==> config.mk <==
export PLATFORM = sky130hd
export DESIGN_NAME = eti_lerp
export DESIGN_NICKNAME = d
export VERILOG_FILES = /design/src/eti_pkg.sv /design/src/eti_lerp.sv
export SDC_FILE = /design/constraint.sdc
export NUM_CORES = 2
export LEC_CHECK = 0
export ABC_AREA = 1
export BUFFER_PORTS_ARGS = -buffer_cell sky130_fd_sc_hd__buf_2
export CORE_MARGIN = 3
export CORE_UTILIZATION = 45
export CTS_CLUSTER_DIAMETER = 150
export DETAILED_ROUTE_END_ITERATION = 10
export GPL_TIMING_DRIVEN = 0
export SLEW_MARGIN = 20
export SYNTH_ARGS = -nofsm -noshare
export SYNTH_HDL_FRONTEND = slang
export SYNTH_SLANG_ARGS = --single-unit
==> constraint.sdc <==
create_clock -name clk_i -period 19.2 [get_ports clk_i]
set_input_delay 1.92 -clock clk_i [delete_from_list [all_inputs] [get_ports clk_i]]
set_output_delay 1.92 -clock clk_i [all_outputs]
set_load 0.01 [all_outputs]
==> src/eti_pkg.sv <==
// ----------------------------------------------------------------------------
// eti_pkg: shared types and constants of the orientation table interpolator
// Action and status codes, field widths, the table entry record.
// ----------------------------------------------------------------------------
package eti_pkg;

  localparam int unsigned DateW = 37;
  localparam int unsigned PoleW = 28;
  localparam int unsigned Ut1W  = 26;
  localparam int unsigned ThrW  = 25;

  typedef enum logic [1:0] {
    ActClear = 2'd0,
    ActLoad  = 2'd1,
    ActQuery = 2'd2,
    ActNone  = 2'd3
  } action_e;

  typedef enum logic [1:0] {
    StOk       = 2'd0,
    StCoverage = 2'd1,
    StEmpty    = 2'd2,
    StFull     = 2'd3
  } status_e;

  localparam logic [0:0] RegLeapThreshold = 1'b0;
  localparam logic [ThrW-1:0] LeapThresholdReset = 25'd8388608;

  typedef struct packed {
    logic [DateW-1:0]        date;
    logic signed [PoleW-1:0] pole_x;
    logic signed [PoleW-1:0] pole_y;
    logic signed [Ut1W-1:0]  ut1;
  } entry_t;

endpackage

==> src/eti_lerp.sv <==
// ----------------------------------------------------------------------------
// eti_lerp: one linear interpolation lane
// lo + ((hi - lo) * w) >>> FracW, product registered before the add.
// ----------------------------------------------------------------------------
module eti_lerp
  import eti_pkg::*;
#(
  parameter int unsigned ValW  = 28,
  parameter int unsigned FracW = 24
) (
  input  logic                   clk_i,
  input  logic signed [ValW-1:0] lo_i,
  input  logic signed [ValW-1:0] hi_i,
  input  logic [FracW-1:0]       w_i,
  output logic signed [ValW-1:0] res_o
);

  localparam int unsigned ProdW = ValW + 1 + FracW + 1;

  logic signed [ValW:0]    diff;
  logic signed [ProdW-1:0] prod_q;

  assign diff = ValW'(hi_i) - ValW'(lo_i) + (ValW + 1)'(0);

  always_ff @(posedge clk_i) begin
    prod_q <= ProdW'($signed({{(ValW + 1){1'b0}}, 1'b0, w_i}) * ProdW'(diff));
  end

  assign res_o = ValW'(lo_i + ValW'(prod_q >>> FracW));

endmodule

Word level (Yosys, flattened, before mapping)
Index checks and enable logic that the tools add are counted.

storage, ports and cells
  logic and storage cells = 4
  flip-flop bits (word level) = 52
  input bits = 81
  output and inout bits = 28

cells by class
  add/sub/neg operators = 2
  multipliers = 1

operators with widths
  cell                          count
  multiplier 25 x 29 -> 52 bit  1
  subtractor 28 x 28 -> 29 bit  1
  adder 28 bit                  1

Longest topological paths before layout
  depth after elaboration = 2
  mapped depth = 45
  gate-level depth less buffers = 44

Worst setup path before layout
Ideal clock, no wire load.

  kind = input -> register
  start point = input hi_i[0]
  end point = register prod_q[50]
  arrival time = 9.382 ns
  buffers on the path = 1
  required time = 19.088 ns
  slack = 9.706 ns
  cell stages on the path = 37
  library setup time = 0.112 ns
  cells stage by stage = inv_1 > ha_1 > fa_1 > nand3b_1 > nand2_1 > nand3_1 > nand3_2 > nand2_1 > nand2_1 > nand2_1 > nand2_4 > inv_2 > buf_6 > nor2_2 > inv_1 > fa_1 > inv_1 > fa_1 > inv_1 > fa_1 > inv_1 > fa_1 > inv_1 > fa_1 > inv_1 > fa_1 > inv_1 > fa_1 > inv_1 > ha_1 > inv_1 > nor3_1 > nand2_1 > nor4_1 > o21ai_1 > nand3_1 > nand2_1

on the way
  word-level cells in the longest chain between the ends = 2

RTL lines
  element                       RTL line        RTL
  start, declared               eti_lerp.sv:13  input logic signed [ValW-1:0] hi_i,
  subtractor 28 x 28 -> 29 bit  eti_lerp.sv:23  assign diff = ValW'(hi_i) - ValW'(lo_i) + (ValW + 1)'(0);
  multiplier 25 x 29 -> 52 bit  eti_lerp.sv:26  prod_q <= ProdW'($signed({{(ValW + 1){1'b0}}, 1'b0, w_i}) * ProdW'(diff));
  end signal, assigned          eti_lerp.sv:26
  end, declared                 eti_lerp.sv:21  logic signed [ProdW-1:0] prod_q;

No other way between the ends.

Worst setup path after layout
  start point = input lo_i[0]
  end point = register prod_q[51]

on the way
  word-level cells in the longest chain between the ends = 2

RTL lines
  element                       RTL line        RTL
  start, declared               eti_lerp.sv:12  input logic signed [ValW-1:0] lo_i,
  subtractor 28 x 28 -> 29 bit  eti_lerp.sv:23
  multiplier 25 x 29 -> 52 bit  eti_lerp.sv:26

No other way between the ends.

==> key figures <==
Global routing
  • Largest net degree at the start of global routing: 15
  • Total routing resource utilization after global routing: 0.332
  • Antenna violations before repair: 1
  • Global-route wire length before repair: 163000 µm
  • Number of global-route vias before repair: 25800
  • Total congestion overflow: 0

Setup path
  • Worst path slowest cell: sky130_fd_sc_hd__fa_1
  • Buffer and inverter count on the worst path: 10
  • Required arrival time at the worst endpoint: 19380 ps
  • Worst path max stage delay: 820 ps
  • Largest delay share family, worst path: adder cells
  • Type of origin of the critical path: primary input
  • Biggest fanout along the worst timing path: 10
  • CP Launch Point: lo_i[0]
  • Worst EP arrival: 11720 ps
  • Critical Setup Path Class: in2reg
  • Element type at the critical path end: register

Drt
  • Number of remaining DRC errors: 0
  • Via count normalized by instance count: 5.38
  • Number of detailed-routing iterations run before antenna repair: 6
  • Wirelength per Cell: 23.7 µm
  • Number of routed nets with antenna violations: 0
  • Total number of vias: 24900
  • Iter 0 DRT Violations: 2349
  • DRT Wirelength: 110000 µm

Min path
  • Worst-case hold path end point: prod_q[51]
  • Beginning of the worst hold path: w_i[22]
  • Worst min path class: in2reg
  • Worst hold path stage count: 5

Logic synthesis
  • Number of synthesized flops with an enable pin: 0
  • Most used DFF post-synth: sky130_fd_sc_hd__dfxtp_1
  • Dominant combinational cell family by area after synthesis: adder cells
  • Number of distinct library cells after synthesis: 50
  • Share of synthesized cell area in full adder, half adder and majority cells: 0.575
  • Nets in the synthesized netlist: 4672
  • Mux share of post-synthesis cell area: 0
  • Post-Synthesis Cells: 3688
  • Number of warning messages in the yosys log: 0
  • Xor and xnor area share after synthesis: 0.0166
  • Number of synthesized register bits: 28
  • Sequential element share of the synthesized area: 0.0194
  • Asr flop ratio synth: 0
  • Compound-Gate Fraction of Synth Area: 0.0480
  • Netlist area before placement: 28900 µm²
  • Area fraction in and, or, nand and nor cells after synthesis: 0.198
  • Post-Synthesis Mean Instance Area: 7.83 µm²

Clock tree
  • # hold bufs at CTS: 0
  • Postcts setup bufs: 0
  • Post-CTS sizing: 0
  • Number of clock sinks: 28
  • Number of CTS-inserted buffers: 3
  • CTS clock-pin slew for the worst setup and hold paths: 70 ps
  • Root buffer cell: sky130_fd_sc_hd__clkbuf_16
  • Number of levels the H-tree was split into: 1
  • Clock tree from TritonCTS: built
  • Clock tree buffer depth: 2

STA
  • Relative max-transition margin: 0.216
  • Transition time of the tightest slew-check pin: 1180 ps
  • Final total negative setup slack: 0 ps
  • Final Hold Fails: 0
  • Setup repair after global routing missed its margin: no
  • Final critical path time including I/O delays and setup: 11540 ps
  • Final count of negative-setup-slack endpoints: 0
  • Total count of max-transition violations in the final report: 0
  • Period utilisation layout: 0.601
  • Maximum achievable frequency: 86.7 MHz

Finish
  • Number of nets in the final layout: 4780
  • Signed area change from the synthesized netlist to the final layout: 5.72%
  • Largest register FFs: 28
  • Largest registers: prod_q x28
  • Register with the most flip-flops: prod_q
  • Layout cells sized above 1: 0.0498

Run status
  • Result of the run: completed

Floorplan
  • Vertical extent of the die: 259 µm
  • Initial standard-cell utilization of the core: 0.456
  • # IOs: 109
  • Rows: 92
  • Die X-Extent: 259 µm
  • Floorplan die area: 67200 µm²
  • Core area: 63300 µm²

Placement
  • HPWL after detailed placement: 95500 µm
  • Number of I/O port buffers: 103
  • Final Wtd Congestion: 1.01

Run
  • Max Cap Viol: 0
==> through the flow <==
step / utilization / hold WS [ps] / cell area, µm² / setup WS [ps] / instances
2_1_floorplan: - / 2210 / 28900 / 9710 / 3688
3_3_place_gp: 0.481 / 2460 / 30400 / 7500 / 4637
3_5_place_dp: 0.481 / 2460 / 30400 / 7540 / 4637
4_1_cts: 0.482 / 2170 / 30500 / 7790 / 4640
5_1_grt: 0.482 / 2200 / 30500 / 7150 / 4640
6_report: 0.482 / 2150 / 30500 / 7660 / 4641
==> layer usage <==
metal  global-route usage  routed length (µm)
met4                0.165                6980
met3               0.0634               10400
met1                0.449               44000
met2                0.513               48700
met5                    0                   0
==> layout by cell type, fill, tap and decap left out, types with 10 or more instances in the layout <==
cell type	synthesis	layout
sky130_fd_sc_hd__nand3_1	238	238
sky130_fd_sc_hd__dfxtp_1	28	28
sky130_fd_sc_hd__xor2_1	42	42
sky130_fd_sc_hd__ha_1	197	197
sky130_fd_sc_hd__nand2_1	554	554
sky130_fd_sc_hd__clkbuf_1	72	72
sky130_fd_sc_hd__inv_1	950	950
sky130_fd_sc_hd__or2_2	10	10
sky130_fd_sc_hd__nor3_1	18	18
sky130_fd_sc_hd__nand4_1	20	20
sky130_fd_sc_hd__xnor2_1	11	11
sky130_fd_sc_hd__o21bai_1	16	16
sky130_fd_sc_hd__nor2_1	498	498
sky130_fd_sc_hd__buf_2	31	134
sky130_fd_sc_hd__fa_1	706	706
sky130_fd_sc_hd__a21oi_1	110	110
sky130_fd_sc_hd__a21o_1	14	14
sky130_fd_sc_hd__o21ai_0	63	63
==> kinds of logic (layout without fill, tap and decap cells) <==
family,Yosys count,in the layout
flops,28,28
fa+ha+maj,903,903
other cells,0,1
buf+inv,1079,1185
compound gates,243,243
xor+xnor,54,54
simple gates,1381,1381
==> cell usage after synthesis (11+ instances only) <==
| cell type | number | area share |
|---|---|---|
| sky130_fd_sc_hd__xor2_1 | 42 | 0.013 |
| sky130_fd_sc_hd__nor3_1 | 18 | 0.0031 |
| sky130_fd_sc_hd__inv_1 | 950 | 0.12 |
| sky130_fd_sc_hd__clkbuf_1 | 72 | 0.0094 |
| sky130_fd_sc_hd__nand2_1 | 554 | 0.072 |
| sky130_fd_sc_hd__nand3_1 | 238 | 0.041 |
| sky130_fd_sc_hd__o21bai_1 | 16 | 0.0042 |
| sky130_fd_sc_hd__dfxtp_1 | 28 | 0.019 |
| sky130_fd_sc_hd__buf_2 | 31 | 0.0054 |
| sky130_fd_sc_hd__nor2_1 | 498 | 0.065 |
| sky130_fd_sc_hd__a21oi_1 | 110 | 0.019 |
| sky130_fd_sc_hd__o21ai_0 | 63 | 0.011 |
| sky130_fd_sc_hd__a21o_1 | 14 | 0.0036 |
| sky130_fd_sc_hd__xnor2_1 | 11 | 0.0033 |
| sky130_fd_sc_hd__nand4_1 | 20 | 0.0043 |
| sky130_fd_sc_hd__ha_1 | 197 | 0.085 |
| sky130_fd_sc_hd__fa_1 | 706 | 0.49 |
==> cell type report <==
type / instances / area, µm²
antenna: 1 / 2.50
buffer: 111 / 485
clock buffer: 3 / 75.1
fill: 6543 / 32800
inverter: 968 / 3630
multi-input combinational: 2581 / 24200
sequential: 28 / 561
tap: 846 / 1060
timing repair buffer: 103 / 515
==> how the worst max path moves through the flow <==
stage | end | slack, ps | depth (start not counted)
finish | prod_q[51] | 7660 | 38
global route | prod_q[51] | 7150 | 38
CTS | prod_q[51] | 7790 | 38
detailed placement | prod_q[51] | 7540 | 38
global placement | prod_q[51] | 7500 | 38
floorplan | prod_q[50] | 9710 | 37
Power is left out: the tool's default activity adds up to more than one toggle a clock period on the data nets, which glitch-free logic cannot reach.
