===== src/eti_pkg.sv =====
// ----------------------------------------------------------------------------
// eti_pkg: shared types and constants of the orientation table interpolator
// Action and status codes, field widths, the table entry record.
// ----------------------------------------------------------------------------
package eti_pkg;

  localparam int unsigned DateW = 37;
  localparam int unsigned PoleW = 28;
  localparam int unsigned Ut1W  = 26;
  localparam int unsigned ThrW  = 25;

  typedef enum logic [1:0] {
    ActClear = 2'd0,
    ActLoad  = 2'd1,
    ActQuery = 2'd2,
    ActNone  = 2'd3
  } action_e;

  typedef enum logic [1:0] {
    StOk       = 2'd0,
    StCoverage = 2'd1,
    StEmpty    = 2'd2,
    StFull     = 2'd3
  } status_e;

  localparam logic [0:0] RegLeapThreshold = 1'b0;
  localparam logic [ThrW-1:0] LeapThresholdReset = 25'd8388608;

  typedef struct packed {
    logic [DateW-1:0]        date;
    logic signed [PoleW-1:0] pole_x;
    logic signed [PoleW-1:0] pole_y;
    logic signed [Ut1W-1:0]  ut1;
  } entry_t;

endpackage


===== src/eti_divider.sv =====
// ----------------------------------------------------------------------------
// eti_divider: restoring divider for the interpolation weight
// One quotient bit per cycle, FracW bits of floor(num * 2^FracW / den).
// ----------------------------------------------------------------------------
module eti_divider
  import eti_pkg::*;
#(
  parameter int unsigned FracW = 24
) (
  input  logic             clk_i,
  input  logic             rst_ni,
  input  logic             start_i,
  input  logic [DateW-1:0] num_i,
  input  logic [DateW-1:0] den_i,
  output logic             done_o,
  output logic [FracW-1:0] quot_o
);

  localparam int unsigned CntW = $clog2(FracW + 1);

  logic [DateW:0]   rem_q, rem_d;
  logic [DateW-1:0] den_q;
  logic [FracW-1:0] quot_q, quot_d;
  logic [CntW-1:0]  cnt_q;
  logic             busy_q;
  logic [DateW+1:0] shifted;
  logic             ge;

  assign shifted = {rem_q, 1'b0};
  assign ge      = shifted >= {2'b00, den_q};

  always_comb begin
    rem_d  = ge ? (DateW + 1)'(shifted - {2'b00, den_q}) : shifted[DateW:0];
    quot_d = {quot_q[FracW-2:0], ge};
  end

  always_ff @(posedge clk_i or negedge rst_ni) begin
    if (!rst_ni) begin
      busy_q <= 1'b0;
      cnt_q  <= '0;
      done_o <= 1'b0;
    end else begin
      done_o <= 1'b0;
      if (start_i) begin
        busy_q <= 1'b1;
        cnt_q  <= '0;
      end else if (busy_q) begin
        cnt_q <= cnt_q + 1'b1;
        if (cnt_q == CntW'(FracW - 1)) begin
          busy_q <= 1'b0;
          done_o <= 1'b1;
        end
      end
    end
  end

  always_ff @(posedge clk_i) begin
    if (start_i) begin
      rem_q  <= {1'b0, num_i};
      den_q  <= den_i;
      quot_q <= '0;
    end else if (busy_q) begin
      rem_q  <= rem_d;
      quot_q <= quot_d;
    end
  end

  assign quot_o = quot_q;

endmodule


===== config.mk =====
export PLATFORM = sky130hd
export DESIGN_NAME = eti_divider
export DESIGN_NICKNAME = d
export VERILOG_FILES = /design/src/eti_pkg.sv /design/src/eti_divider.sv
export SDC_FILE = /design/constraint.sdc
export NUM_CORES = 1
export LEC_CHECK = 0
export ABC_CLOCK_PERIOD_IN_PS = 3150
export BUFFER_PORTS_ARGS = -buffer_cell sky130_fd_sc_hd__buf_4
export CORE_UTILIZATION = 25
export DETAILED_ROUTE_END_ITERATION = 16
export MAX_ROUTING_LAYER = met4
export SETUP_SLACK_MARGIN = 0.2
export SYNTH_ARGS = -nofsm -noshare
export SYNTH_HDL_FRONTEND = slang
export SYNTH_SLANG_ARGS = --single-unit
export TNS_END_PERCENT = 30

===== constraint.sdc =====
create_clock -name clk_i -period 3.15 [get_ports clk_i]
set_input_delay 0 -clock clk_i [delete_from_list [all_inputs] [get_ports clk_i]]
set_output_delay 0 -clock clk_i [all_outputs]
set_load 0.02 [all_outputs]

# Yosys cells after proc, flatten, opt, wreduce, memory -nomap -nowiden
# Cells that the tools add are included.
# op_classes
add_sub_neg,2
n_mux,11
n_eq_ne,1
order_cmp,1
reduce_logical,1
# ops
cell,count
37-bit two-way mux,2
39-bit by 37-bit >= comparator with 1-bit output,1
38-bit two-way mux,1
38-bit by 37-bit subtractor with 38-bit output,1
5-bit two-way mux,2
1-bit two-way mux,6
"5-bit by 1-bit adder with 5-bit output, second input constant",1
"5-bit equality test, second input constant",1
2-bit nonzero test,1
# word_totals
in_bits,77
elab_cells,23
reg_bits,106
out_inout_bits,25

# Depth between registers and ports, before layout
# Gate-level depths: netlist of run 1.
# logic_depth
word_depth,4
depth_mapped,13
ltp_nobuf,10

# Worst setup path before layout of run 1
# OpenSTA, ideal clock, no wires.
# synth_timing
path_kind,register -> register
from,register rem_q[0]
to,register rem_q[36] (data pin)
n_path_buf,0
t_arrival_ns,2.420
path_stages_with_launch,11
required_time_ns,2.879
setup_slack_ns,0.460
synth_period_minus_slack_ns,2.690
setup_ns,0.271
path_cell_list,edfxtp_1 > inv_1 > fa_1 > nand2b_1 > a211oi_1 > o21ai_0 > a211oi_1 > o31a_1 > o211ai_1 > a2111oi_0 > nor3b_1
# synth_between
elab_chain_cells,4
word_cells_on_any_way,5
cone_classes,add/sub: 1; order compare: 1; mux: 3
# synth_lines
element,line,rtl
"start, declared",eti_divider.sv:21,"logic [DateW:0] rem_q, rem_d;"
"start signal, assigned",eti_divider.sv:59,"rem_q <= {1'b0, num_i};"
"start signal, assigned",eti_divider.sv:63,rem_q <= rem_d;
38-bit by 37-bit subtractor with 38-bit output or 39-bit by 37-bit >= comparator with 1-bit output (tied branches),"eti_divider.sv:33, eti_divider.sv:30",
38-bit two-way mux *,eti_divider.sv:33,"rem_d = ge ? (DateW + 1)'(shifted - {2'b00, den_q}) : shifted[DateW:0];"
37-bit two-way mux *,eti_divider.sv:62,end else if (busy_q) begin
37-bit two-way mux *,eti_divider.sv:58,if (start_i) begin
# Mark *: on every way between the ends. The rest lies on a longest branch, timed or not. The select of a mux whose other input is x is not followed.
# A chain may end at the register's enable or synchronous reset.

# Worst setup path after layout of run 1
# layout_timing
from,register rem_q[1]
to,register rem_q[37]
# layout_between
elab_chain_cells,2
word_cells_on_any_way,3
cone_classes,add/sub: 1; order compare: 1; mux: 1
# layout_lines
element,line
38-bit by 37-bit subtractor with 38-bit output or 39-bit by 37-bit >= comparator with 1-bit output (tied branches),"eti_divider.sv:33, eti_divider.sv:30"
38-bit two-way mux *,eti_divider.sv:33
# Mark *: on every way between the ends. The rest lies on a longest branch, timed or not.

==> impl_metrics.json, run 1 <==
{
  "die_width_um": 164,
  "cp-startpoint": "rem_q[1]",
  "die_area_um2": 27100,
  "fin_worst_skew_ns": 0.0124,
  "achievable-frequency_mhz": 349,
  "drv_cap": 0,
  "vias_per_cell": 4.76,
  "routed-via-count": 5782,
  "cts-root-buf": "clkbuf_16",
  "cts.reportedPaths.clkPinSlew_ns": 0.08,
  "worst_path_setup_slack_after_routing_ns": 0.287,
  "critical_path.max_stage_delay_ns": 0.45,
  "power.net_switching_mw": 3.22,
  "postSynth.asyncResetShare": 0.0660,
  "power.clock.fraction": 0.157,
  "synth_edf_count": 74,
  "layout_commonest_cell": "buf_4",
  "cp_cell_instances": "ha_1 > a21oi_1 > a21oi_1 > nor2_2 > o21ai_4 > buf_4 > o41a_1 > a22o_1 > or3_1 > a311oi_2",
  "detail_route.drc_violations": 0,
  "fin_crit_sh": 0.909,
  "global_route.usage.total": 0.137,
  "register_area_um2": 2900,
  "unrepaired_setup_endpoints_after_global_routing": "yes",
  "timing.critical_path.slowest_stage_cell": "o41a_1",
  "drt_pass1_iterations": 5,
  "drt_iter0_markers": 317,
  "clock_tree.htree_level_count": 3,
  "largest_net_degree_at_the_start_of_global_routing": 117,
  "synth_top_flop_cell": "edfxtp_1",
  "power_frac_comb": 0.562,
  "design.core.area_um2": 26000,
  "finalWeightedCongestion": 0.887,
  "i_o_pin_cnt": 102,
  "synth_seq_cells": 106,
  "finalNetCount": 991,
  "numPortBuffers": 101,
  "number_of_antenna_violations_at_the_first_check_in_global_routing": 1,
  "dp_worst_setup_slack_ns": -0.0108,
  "avgSynthCellArea_um2": 9.38,
  "critical_path_class": "reg -> reg",
  "area_used_by_multi_input_combinational_logic_um2": 3590,
  "crit_path_start_kind": "flop",
  "hp-class": "in -> reg",
  "synth.yosys.seq_area_share": 0.439,
  "worst-path-buf-inv": 1,
  "worstPathArrival_ns": 3.14,
  "max-slew-margin-rel": 0.358,
  "postSynthNetCount": 820,
  "grt_pass1_vias": 5794,
  "synth_cell_types": 64,
  "highest_count_cells_in_the_layout_ignoring_fill_and_taps": "buf_4, a21oi_1, edfxtp_1",
  "drt-total-wl_um": 17600,
  "timing.critical_path.required_ns": 3.43,
  "final_setup_violation_count": 0,
  "powerDensity_nw_per_um2": 832,
  "power.total_mw": 7.49,
  "hp-start": "num_i[23]",
  "layout_min_cycle_time_ns": 2.86,
  "floorplan.die.height_um": 164,
  "inserted_diodes": 0,
  "yosys.area.top_type_share": 0.337,
  "netlist.top_cell.by_area": "edfxtp_1",
  "post_route_core_utilization": 0.346,
  "power_switching_share": 0.430,
  "crit_path_frequent_cell": "a21oi_1",
  "initial_core_util": 0.254,
  "max-vdd-ir-drop_mv": 0.325,
  "synthesis.instances": 704,
  "synth_warnings": 0,
  "grt_pass1_wl_um": 28600,
  "timing_hold_violations_final": 0,
  "fraction_of_layout_cells_with_a_size_suffix_above_1": 0.199,
  "numClockSinks": 106,
  "antenna_violating_nets_post_route": 0,
  "timing.rr.start": "rem_q[1]",
  "cts_max_path_bufs": 2,
  "synthToLayoutAreaGrowth_pct": 36.4,
  "worst_skew_pair.late_latency_ns": 0.37,
  "leakagePower_nw": 3.79,
  "intPower_mw": 4.27,
  "rows": 59,
  "tightestPinTransition_ns": 0.964,
  "detailedPlacementHpwl_um": 12500,
  "mappedNetlistArea_um2": 6600,
  "cts_buffer_count": 9,
  "cpLargestDelayFamily": "compound AO/OA/AOI/OAI gates",
  "crit_path_max_fanout": 5,
  "synth.top_cells.by_area": "edfxtp_1, a21oi_1, dfxtp_1",
  "total_overflow_reported_by_the_global_router": 0,
  "outcome": "finished, final reports clean",
  "crit_path_end_kind": "flop",
  "power_frac_seq": 0.281,
  "wl_per_cell_um": 14.5,
  "count_of_filler_cells_inserted_in_the_layout": 2731,
  "cts_tree": "built",
  "timing_max_transition_violations_final": 0
}
-- area by class of cell --
type / instances / share of cell area
sequential: 106 / 0.322
timing repair buffer: 188 / 0.179
inverter: 49 / 0.0204
clock inverter: 7 / 0.00848
tap: 335 / 0.0466
clock buffer: 9 / 0.0250
multi-input combinational: 521 / 0.398
-- final timing paths --
| kind | cells after the start | end | slack (ns) |
|---|---|---|---|
| max | 10 | rem_q[37] | 0.29 |
| min | 3 | rem_q[23] | 0.02 |
| min reg2reg | 2 | quot_o[23] | 0.51 |
| max in group asynchronous | 3 | cnt_q[0] | 2.31 |
| max reg2reg | 10 | rem_q[37] | 0.29 |
| min in group asynchronous | 3 | cnt_q[3] | 0.60 |
-- stage by stage --
| step | hold WS [ns] | area, um2 | setup TNS (ns) | cells |
|---|---|---|---|---|
| after floorplan | -0.296 | 6600 | 0 | 704 |
| after global placement | -0.181 | 7750 | 0 | 1123 |
| after detailed placement | -0.181 | 7750 | -0.0108 | 1123 |
| after CTS | 0.00737 | 8790 | 0 | 1212 |
| after global routing | 0.0462 | 9000 | 0 | 1215 |
| final | 0.0152 | 9000 | 0 | 1215 |
-- routing by layer --
layer | GRT usage | up-vias | part of all wire | routed length (um)
li1 | - | 2913 | - | -
met4 | 0.0350 | 0 | 0.0084 | 148
met3 | 0.0309 | 13 | 0.052 | 911
met1 | 0.179 | 2702 | 0.49 | 8560
met5 | - | - | 0 | 0
met2 | 0.213 | 154 | 0.45 | 7960
-- power groups by stage --
stage | combinational (mW) | sequential, mW | clock [mW]
5_1_grt | 4.72 | 2.14 | 1.26
6_report | 4.21 | 2.10 | 1.18
3_5_place_dp | 3.80 | 2.09 | 0
2_1_floorplan | 2.85 | 2.06 | 0
3_3_place_gp | 3.76 | 2.09 | 0
4_1_cts | 3.91 | 2.07 | 1.21
-- logic make-up (layout without fill, tap and decap cells) --
group                      after synthesis  in the layout  synth area share
adders and majority gates               39             39            0.0751
xor gates and xnor gates                14             14            0.0186
AOI/OAI and AO/OA                      213            214             0.200
DFF                                    106            106             0.439
muxes                                   28             28            0.0426
and+or+nand+nor                        226            226             0.175
buffers and inverters                   78            253            0.0502
-- sequential cells by signal, indices dropped and copies added, names as in the netlist --
register and count:
cnt_q 5, busy_q 1, rem_q 38, done_o 1, quot_o 24, den_q 37
-- cells in the mapped netlist (all sizes together) (2+ instances only) --
master	instances
edfxtp	74
a22oi	2
o211ai	2
nand2b	8
clkbuf	13
buf	16
a211o	4
a21o	8
inv	49
nand2	48
o31a	2
or4	3
ha	38
mux2i	27
o31ai	10
o21a	8
or3b	3
and4	3
o21ai	40
nor2	56
a211oi	12
dfrtp	7
a21boi	5
or3	11
xor2	7
and3	9
dfxtp	25
xnor2	7
nand4	10
nor4b	2
nand3	16
a311oi	2
o21bai	4
a21oi	105
nor3	14
nor3b	3
a2111oi	2
or2	3
nor2b	33
-- worst register-to-register path: stages (launching register included) --
cell and delay, ns:
edfxtp_1 0.39, ha_1 0.36, a21oi_1 0.20, a21oi_1 0.17, nor2_2 0.19, o21ai_4 0.09, buf_4 0.15, o41a_1 0.45
a22o_1 0.24, or3_1 0.32, a311oi_2 0.23
-- timing repair --
action,4_1_cts,5_1_grt
setup endpoints to repair,10,37
gates resized for setup,6,33
hold endpoints to repair,76,0
cloned,0,1
setup buffers,2,2
hold buffers,71,0
pin swaps,1,8
Note: power is estimated with default switching activity, not from simulation.
==> run 2: changes to the inputs <==
CORE_ASPECT_RATIO = 1.75   (was not set)
CORE_UTILIZATION = 58   (was 25)
PLACE_DENSITY = 0.81   (was not set)
==> run 2 against run 1 <==
  * The run now ends with hold timing left
  * Worst setup slack lost 0.15 ns
  * Critical path depth shrank 1
  * Largest power group unchanged
  * Via count grew 6.6%
==> impl_metrics.json, run 2 (synthesis results as in run 1) <==
{
  "max_flop_register": "rem_q",
  "timing_hold_violations_final": 1,
  "grt_pass1_vias": 6196,
  "tightestPinTransition_ns": 0.982,
  "cts_max_path_bufs": 2,
  "numPortBuffers": 101,
  "routed-via-count": 6165,
  "cts.reportedPaths.clkPinSlew_ns": 0.08,
  "drv_cap": 0,
  "clock_tree.htree_level_count": 3,
  "worst_hold_slack_ns": -0.0133,
  "rows": 51,
  "wl_per_cell_um": 18.5,
  "final_setup_violation_count": 0,
  "timing.critical_path.required_ns": 3.42,
  "crit_path_max_fanout": 23,
  "leakagePower_nw": 3.88,
  "layout_commonest_cell": "buf_4",
  "achievable-frequency_mhz": 332,
  "grt_pass1_wl_um": 28600,
  "hp-class": "in -> reg",
  "unrepaired_setup_endpoints_after_global_routing": "yes",
  "i_o_pin_cnt": 102,
  "numClockSinks": 106,
  "finalNetCount": 1004,
  "violations": "hold timing",
  "crit_path_start_kind": "flop",
  "fin_crit_sh": 0.956,
  "max-slew-margin-rel": 0.345,
  "timing.setup.tns_ns": 0,
  "cp-startpoint": "rem_q[12]",
  "finalWeightedCongestion": 0.922,
  "inserted_diodes": 0,
  "synthToLayoutAreaGrowth_pct": 35.8,
  "initial_core_util": 0.595,
  "max-vdd-ir-drop_mv": 0.749,
  "total_overflow_reported_by_the_global_router": 0,
  "die_width_um": 82.6,
  "fin_worst_skew_ns": 0.00937,
  "hp-start": "num_i[13]",
  "largest_net_degree_at_the_start_of_global_routing": 57,
  "count_of_filler_cells_inserted_in_the_layout": 695,
  "cts_tree": "built",
  "drt_iter0_markers": 320,
  "antenna_violating_nets_post_route": 0,
  "vias_per_cell": 6.01,
  "powerDensity_nw_per_um2": 905,
  "number_of_antenna_violations_at_the_first_check_in_global_routing": 0,
  "critical_path_class": "reg -> reg",
  "setup.reg_to_reg.worst_slack_ns": 0.14,
  "cts-root-buf": "clkbuf_16",
  "design.core.area_um2": 11100,
  "crit_path_end_kind": "flop",
  "fraction_of_layout_cells_with_a_size_suffix_above_1": 0.235,
  "layout_min_cycle_time_ns": 3.01,
  "floorplan.die.height_um": 143,
  "outcome": "finished with violations",
  "cts_buffer_count": 9,
  "timing.rr.start": "rem_q[12]",
  "die_area_um2": 11800,
  "drt_pass1_iterations": 5,
  "largest_register_ff_count": 38,
  "worstPathArrival_ns": 3.28,
  "drt-total-wl_um": 19000,
  "detail_route.drc_violations": 0,
  "detailedPlacementHpwl_um": 12600,
  "worst_skew_pair.late_latency_ns": 0.35,
  "global_route.usage.total": 0.327,
  "timing_max_transition_violations_final": 0,
  "highest_count_cells_in_the_layout_ignoring_fill_and_taps": "buf_4, a21oi_1, edfxtp_1"
}
[run 2: timing repair]
action / 4_1_cts / 5_1_grt
endpoints found under the setup margin: 23 / 34
setup buffers: 0 / 15
pin swaps: 0 / 20
gates resized for setup: 10 / 53
hold buffers: 67 / 1
hold endpoints to repair: 72 / 1
[run 2: metal layers]
metal | share of wire | vias to the layer above | wire length [um] | GRT usage
met2 | 0.56 | 248 | 10600 | 0.597
li1 | - | 2929 | - | -
met1 | 0.35 | 2918 | 6680 | 0.326
met5 | 0 | - | 0 | -
met4 | 0.043 | 0 | 809 | 0.159
met3 | 0.048 | 70 | 909 | 0.0473
[run 2: report_power, final]
group	internal (mW)	total (mW)	switching (mW)	leakage, nW
clock	0.659	1.26	0.599	0.164
sequential	1.90	2.12	0.227	1.04
combinational	2.06	4.73	2.67	2.68
[run 2: final cells by class]
type / count / area, um2 / share of cell area
Multi-Input combinational cell: 520 / 3660 / 0.408
Sequential cell: 106 / 2900 / 0.323
Timing Repair Buffer: 202 / 1720 / 0.192
Clock buffer: 9 / 225 / 0.0251
Inverter: 49 / 184 / 0.0205
Tap cell: 132 / 165 / 0.0184
Clock inverter: 7 / 113 / 0.0126
[run 2: final timing paths]
| path | end | cells after the start |
|---|---|---|
| setup / recovery | rem_q[37] | 9 |
| hold / removal | rem_q[13] | 3 |
| setup reg to reg | rem_q[37] | 9 |
| hold reg to reg | quot_o[0] | 2 |
| max in group asynchronous | busy_q | 3 |
| min in group asynchronous | cnt_q[0] | 3 |
[run 2: stage by stage]
step / instances / utilization / setup slack [ns] / total power [mW] / area, um2
final: 1025 / 0.808 / 0.139 / 8.11 / 8970
after global routing: 1025 / 0.808 / 0.0641 / 8.61 / 8970
after CTS: 1009 / 0.773 / 0.158 / 7.42 / 8580
after detailed placement: 926 / 0.678 / 0.0911 / 6.00 / 7530
after global placement: 926 / 0.678 / 0.251 / 5.90 / 7530
after floorplan: 704 / - / 0.460 / 4.91 / 6600
[run 2: worst max-delay path, stage by stage (launching register included)]
cell and delay, ns:
edfxtp_1 0.52, ha_4 0.36, nand4_1 0.17, or3_4 0.42, o21ai_4 0.26, o41ai_4 0.13
a21o_4 0.28, buf_12 0.17, or3_1 0.36, a311oi_2 0.24
